[config.mk]
export PLATFORM = sky130hd
export DESIGN_NAME = dtwcm_controller
export DESIGN_NICKNAME = d
export VERILOG_FILES = /design/src/rtl/dtwcm_pkg.sv /design/src/rtl/dtwcm_controller.sv
export SDC_FILE = /design/constraint.sdc
export NUM_CORES = 1
export LEC_CHECK = 0
export BUFFER_PORTS_ARGS = -buffer_cell sky130_fd_sc_hd__buf_2
export CAP_MARGIN = 20
export CORE_AREA = 2 2 39 41
export CTS_CLUSTER_SIZE = 40
export DETAILED_ROUTE_END_ITERATION = 10
export DIE_AREA = 0 0 41 43
export GPL_TIMING_DRIVEN = 0
export SLEW_MARGIN = 20
export SYNTH_ARGS = -nofsm -noshare
export SYNTH_HDL_FRONTEND = slang
export SYNTH_SLANG_ARGS = --single-unit
[constraint.sdc]
create_clock -name clock -period 1.2 [get_ports clock]
set_clock_uncertainty 0.1 [all_clocks]
set_input_delay 0.12 -clock clock [delete_from_list [all_inputs] [get_ports clock]]
set_output_delay 0.12 -clock clock [all_outputs]
set_load 0.03 [all_outputs]
[src/rtl/dtwcm_pkg.sv]
package dtwcm_pkg;

   // default sizes
   localparam int MAX_ROWS_DEF  = 256;
   localparam int MAX_COLS_DEF  = 4096;
   localparam int DIST_BITS_DEF = 24;

   // fixed field widths
   localparam int COST_W     = 32;
   localparam int INDEL_W    = 24;
   localparam int ROWCNT_W   = 9;
   localparam int COLCNT_W   = 13;
   localparam int CODE_W     = 3;
   localparam int CSR_IDX_W  = 2;
   localparam int CSR_DATA_W = 24;
   localparam int DIV_CNT_W  = $clog2(COST_W);

   // register indexes
   localparam logic [CSR_IDX_W-1:0] CSR_INDEL    = 2'd0;
   localparam logic [CSR_IDX_W-1:0] CSR_EXTENDED = 2'd1;
   localparam logic [CSR_IDX_W-1:0] CSR_ROWS     = 2'd2;
   localparam logic [CSR_IDX_W-1:0] CSR_COLS     = 2'd3;

   // move codes, numbered in tie-break priority order
   localparam logic [CODE_W-1:0] MOVE_COL_SKIP = 3'd0;
   localparam logic [CODE_W-1:0] MOVE_UP       = 3'd1;
   localparam logic [CODE_W-1:0] MOVE_DIAGONAL = 3'd2;
   localparam logic [CODE_W-1:0] MOVE_LEFT     = 3'd3;
   localparam logic [CODE_W-1:0] MOVE_ROW_SKIP = 3'd4;
   localparam int NUM_MOVES = 5;

   typedef enum logic [2:0] {
      ST_IDLE,
      ST_LOAD,
      ST_FETCH,
      ST_SUM,
      ST_PICK,
      ST_DIV,
      ST_SEND
   } state_type;

   typedef struct packed {
      logic accept;
      logic load;
      logic fetch;
      logic sum;
      logic pick;
      logic div_step;
      logic send;
   } cmd_type;

   typedef struct packed {
      logic done;
      logic div_last;
      logic out_free;
   } status_type;

   // saturating cost add
   function automatic logic [COST_W-1:0] sat_add(input logic [COST_W-1:0] a,
                                                  input logic [COST_W-1:0] b);
      logic [COST_W:0] s;
      s = {1'b0, a} + {1'b0, b};
      return s[COST_W] ? {COST_W{1'b1}} : s[COST_W-1:0];
   endfunction

   // column bank rotation
   function automatic logic [1:0] bank_prev(input logic [1:0] s);
      logic [1:0] p;
      case (s)
         2'd0:    p = 2'd2;
         2'd1:    p = 2'd0;
         default: p = 2'd1;
      endcase
      return p;
   endfunction

   function automatic logic [1:0] bank_next(input logic [1:0] s);
      logic [1:0] n;
      case (s)
         2'd0:    n = 2'd1;
         2'd1:    n = 2'd2;
         default: n = 2'd0;
      endcase
      return n;
   endfunction

endpackage

[src/rtl/dtwcm_controller.sv]
module dtwcm_controller (
   input  logic                   clock,
   input  logic                   reset,
   input  logic                   req_valid,
   output logic                   req_ready,
   input  dtwcm_pkg::status_type  status,
   output dtwcm_pkg::cmd_type     cmd
);

   dtwcm_pkg::state_type state_ff, state_in;

   // state register
   always_ff @(posedge clock) begin
      if (reset) begin
         state_ff <= dtwcm_pkg::ST_IDLE;
      end else begin
         state_ff <= state_in;
      end
   end

   // next state and commands
   always_comb begin
      state_in  = state_ff;
      cmd       = '0;
      req_ready = 1'b0;
      unique case (state_ff)
         dtwcm_pkg::ST_IDLE: begin
            req_ready = 1'b1;
            if (req_valid) begin
               cmd.accept = 1'b1;
               state_in   = dtwcm_pkg::ST_LOAD;
            end
         end
         dtwcm_pkg::ST_LOAD: begin
            cmd.load = 1'b1;
            state_in = dtwcm_pkg::ST_FETCH;
         end
         dtwcm_pkg::ST_FETCH: begin
            cmd.fetch = 1'b1;
            state_in  = dtwcm_pkg::ST_SUM;
         end
         dtwcm_pkg::ST_SUM: begin
            cmd.sum  = 1'b1;
            state_in = dtwcm_pkg::ST_PICK;
         end
         dtwcm_pkg::ST_PICK: begin
            cmd.pick = 1'b1;
            state_in = status.done ? dtwcm_pkg::ST_DIV : dtwcm_pkg::ST_SEND;
         end
         dtwcm_pkg::ST_DIV: begin
            cmd.div_step = 1'b1;
            if (status.div_last) begin
               state_in = dtwcm_pkg::ST_SEND;
            end
         end
         dtwcm_pkg::ST_SEND: begin
            if (status.out_free) begin
               cmd.send = 1'b1;
               state_in = dtwcm_pkg::ST_IDLE;
            end
         end
         default: begin
            state_in = dtwcm_pkg::ST_IDLE;
         end
      endcase
   end

endmodule

==> implementation parameters <==
Parameter                              Value

Logic synthesis
  Fraction of synthesis flops using an asynchronous set or reset pin ... 0%
  List of most frequent post-synthesis cells ... sky130_fd_sc_hd__dfxtp_1, sky130_fd_sc_hd__nor2b_1, sky130_fd_sc_hd__nor3b_1
  Post-synth top flop ... sky130_fd_sc_hd__dfxtp_1
  Share of synthesized area occupied by flip-flops and latches ... 24.6%
  Mux share of post-synthesis cell area ... 0%
  Avg Cell Area, Syn ... ~8 um^2
  Adder and majority cell fraction of the synthesized area ... 0%
  Netlist Area Pre-Place ... 244 um^2
  Post-synth EDFFs ... 0
  Number of distinct standard cells referenced by the synthesized netlist ... 19
  Net count of the mapped netlist ... 36
  Largest cells by area after synthesis ... sky130_fd_sc_hd__dfxtp_1, sky130_fd_sc_hd__nor3b_1, sky130_fd_sc_hd__nor2b_1
  Xor-xnor portion of the synthesized cell area ... 0%
  Gate count of the mapped netlist ... 30
  Area share of the largest cell type after synthesis ... between 20% and 30%
  Cell taking the most area after synthesis ... sky130_fd_sc_hd__dfxtp_1
  Flip-flop and latch count after synthesis ... 3
  Largest family of logic cells by synthesized area ... simple AND/OR/NAND/NOR gates
  Complex-gate fraction of the synthesized area ... a little under a quarter
  Yosys Warn Count ... 0
  Basic-gate share of the synthesized area counting and, or, nand and nor cells ... between 40% and 50%

STA
  Max frequency ... ~760 MHz
  Min Clock Period, post-route ... 1.32 ns
  Pins over their slew limit ... 0
  Slew at the pin closest to its max-slew limit ... 0.208 ns
  Final-report hold violation count ... 0
  Worst hold margin ... 0.0987 ns
  Final setup fails ... 8
  RSZ-0062 raised after global routing ... true
  Worst rel slew slack ... roughly 86%
  Final critical-path setup slack ... -0.117 ns
  Final period utilization ... 110%

Worst setup path
  Worst setup SP type ... flop
  Data arrival time at the worst-slack endpoint ... 1.10 ns
  Worst R2R Path Depth ... 5
  Max FO, Critical Path ... 8
  Kind of capture point of the worst setup path ... primary output
  CP peak stage delay ... ~0.35 ns
  Crit path kind ... flop to primary output
  Crit Reg-Reg Endpoint ... state_ff[2]
  Highest-delay cell along the critical path ... sky130_fd_sc_hd__dfxtp_4
  CP required ... around 1 ns
  Cell occurring most often along the worst timing path ... sky130_fd_sc_hd__buf_6
  Startpoint of the worst-slack reg-to-reg timing path ... state_ff[1]
  Minimum setup slack among reg-to-reg paths ... approximately 0.04 ns
  Cell breakdown of the critical path ... buf_6 > and4b_1 > buf_6

Floorplanning
  Die Footprint ... 1760 um^2
  Die height ... 43 um
  Starting utilization of the core area ... between 10% and 20%
  Die extent in x ... 41 um
  Ports ... 14
  CORE AREA ... around 1400 um^2
  Number of placement rows ... 14

Global route
  Maximum number of pins on one net before global-route repair ... 9
  GRT Overall Usage ... roughly 10%
  Vias in the first global route ... about 330
  Antenna violations before repair ... 0
  Remaining global-route overflow ... 0
  Wire length of the first global-routing pass ... approximately 1200 um

Cells and area
  Number of flip-flops under the largest register name ... 3
  Largest registers in the final layout ... state_ff (3)
  Area growth, synth to finish ... 129%
  Count of non-filler cells in the finished layout ... 75
  Share of layout cells above drive strength 1 ... around 73%
  Net count, final ... 66
  Antenna diode instance count ... 0
  Largest Register ... state_ff

Power and ir drop
  Sequential fraction of design power ... a little over a fifth
  Worst voltage drop across the vdd grid ... about 0.00055 V
  Proportion of power drawn by the clock network ... 29.4%
  Net switching power ... approximately 0.2 mW
  Leak ... between 0.2 and 0.3 nW
  Switching fraction of total power ... between 30% and 40%
  Total Power ... 0.591 mW
  Power density over cell area ... between 1000 and 1500 nW/um^2
  Comb power frac ... approximately half
  Internal portion of total power ... ~0.4 mW

Route
  Routed len/inst ... between 9 and 10 um
  Vias after detailed routing ... between 300 and 400
  Detail Route Antenna Nets ... 0
  Vias per inst ... 4.35
  Drt pass-1 iters ... 1
  Initial DRC count ... 0
  Remaining design rule violation count ... 0
  Routed wire length ... around 730 um

Placement
  Setup WS pre-CTS ... -0.0544 ns
  Routability congestion estimate from global placement ... ~0.65
  Cell total after placement ... 59
  Port Buf Inserts ... 13
  Placed wire-length estimate after detailed placement ... 436 um

Hold path
  Hold path endpoint ... state_ff[2]
  Instance count along the most critical hold path ... 3
  Classification of the worst-slack hold path ... input port to flop
  Beginning of the worst hold path ... status[0]

CTS
  Clock root buffer ... sky130_fd_sc_hd__clkbuf_4
  Clk buf depth ... 2
  CTS tree ... done
  Number of H-tree levels ... 1
  Clock latency on the worst-skew pair ... between 0.2 and 0.25 ns
  Number of buffers created by CTS ... 3
  Clock sink count ... 3
  Post-CTS clock slew at the launch and capture registers of the worst setup and hold paths ... ~0.040 ns

Run status
  Violations in the final reports ... negative setup slack
  Run status ... finished with violations

Flow run
  Max-capacitance violation count ... 0
-- how the worst max path moves through the flow --
stage / slack (ns) / cells past startpoint / end / start
after CTS: -0.13 / 3 / cmd[0] / state_ff[0]
after global routing: -0.16 / 4 / cmd[6] / state_ff[2]
after floorplan: -0.06 / 3 / cmd[6] / state_ff[2]
after global placement: -0.05 / 3 / cmd[0] / state_ff[1]
after detailed placement: -0.05 / 3 / cmd[0] / state_ff[1]
final: -0.12 / 3 / cmd[0] / state_ff[0]
-- repair_timing --
item | 4_1_cts | 5_1_grt
hold buffers | 1 | 0
endpoints found under the hold margin | 3 | 0
setup buffers | 7 | 3
resized for setup | 24 | 6
gates cloned | 1 | 0
setup endpoints to repair | 8 | 9
pin swaps | 2 | 5
-- power by group through the flow --
| stage | logic [mW] | registers (mW) | clock network (mW) |
|---|---|---|---|
| 2_1_floorplan | 0.139 | 0.124 | 0 |
| 3_3_place_gp | 0.179 | 0.126 | 0 |
| 3_5_place_dp | 0.182 | 0.127 | 0 |
| 4_1_cts | 0.250 | 0.126 | 0.186 |
| 5_1_grt | 0.317 | 0.127 | 0.188 |
| 6_report | 0.291 | 0.126 | 0.174 |
-- metal layers --
metal / wire, um / up-vias / global-route usage (%) / part of all wire, %
met5: 0 / - / 0 / 0
met4: 0 / 0 / 8.00 / 0
met3: 30 / 0 / 1.57 / 4.1
met2: 431 / 8 / 17.2 / 59
met1: 270 / 153 / 9.62 / 37
li1: - / 165 / - / -
-- cell families after synthesis --
kind of cell,after synthesis
AOI/OAI and AO/OA,8
buffers and inverters,3
DFF,3
and+or+nand+nor,16
-- final cells by class --
| class | instances | area (um^2) |
|---|---|---|
| fill | 150 | 825 |
| sequential | 3 | 68.8 |
| clock buffer | 4 | 26.3 |
| timing repair buffer | 25 | 201 |
| buffer | 3 | 33.8 |
| tap | 16 | 20.0 |
| multi-input combinational | 24 | 209 |
-- stage by stage --
| stage | instance area (um^2) | TNS (ns) | utilization (%) |
|---|---|---|---|
| 2_1_floorplan | 265 | -0.111 | - |
| 3_3_place_gp | 350 | -0.0703 | 25.3 |
| 3_5_place_dp | 350 | -0.106 | 25.3 |
| 4_1_cts | 513 | -0.667 | 37.1 |
| 5_1_grt | 559 | -1.07 | 40.4 |
| 6_report | 559 | -0.652 | 40.4 |
-- cells in the final DEF, fill, tap and decap left out --
cell type | netlist | layout
sky130_fd_sc_hd__a211oi_2 | 1 | 2
sky130_fd_sc_hd__a21o_1 | 1 | 1
sky130_fd_sc_hd__a21oi_1 | 2 | 2
sky130_fd_sc_hd__and2_1 | 2 | 1
sky130_fd_sc_hd__and2_4 | 0 | 1
sky130_fd_sc_hd__and3b_1 | 1 | 1
sky130_fd_sc_hd__and4b_1 | 1 | 1
sky130_fd_sc_hd__buf_2 | 2 | 6
sky130_fd_sc_hd__buf_4 | 0 | 11
sky130_fd_sc_hd__buf_6 | 1 | 10
sky130_fd_sc_hd__clkbuf_1 | 0 | 1
sky130_fd_sc_hd__clkbuf_4 | 0 | 3
sky130_fd_sc_hd__dfxtp_2 | 0 | 1
sky130_fd_sc_hd__dfxtp_4 | 0 | 2
sky130_fd_sc_hd__dlygate4sd3_1 | 0 | 1
sky130_fd_sc_hd__nand2_4 | 0 | 1
sky130_fd_sc_hd__nand2b_1 | 1 | 1
sky130_fd_sc_hd__nor2_2 | 0 | 1
sky130_fd_sc_hd__nor2_4 | 0 | 1
sky130_fd_sc_hd__nor2b_1 | 3 | 3
sky130_fd_sc_hd__nor3_1 | 1 | 1
sky130_fd_sc_hd__nor3_4 | 0 | 1
sky130_fd_sc_hd__nor3b_2 | 0 | 3
sky130_fd_sc_hd__o211a_1 | 1 | 1
sky130_fd_sc_hd__o21ai_1 | 2 | 2
-- critical path: cells and delay by family, from the launching register on --
| kind | cells | cell delay, ns |
|---|---|---|
| DFF | 1 | 0.35 |
| buffers and inverters | 2 | 0.27 |
| and+or+nand+nor | 1 | 0.25 |
Note: power is estimated with default switching activity, not from simulation.
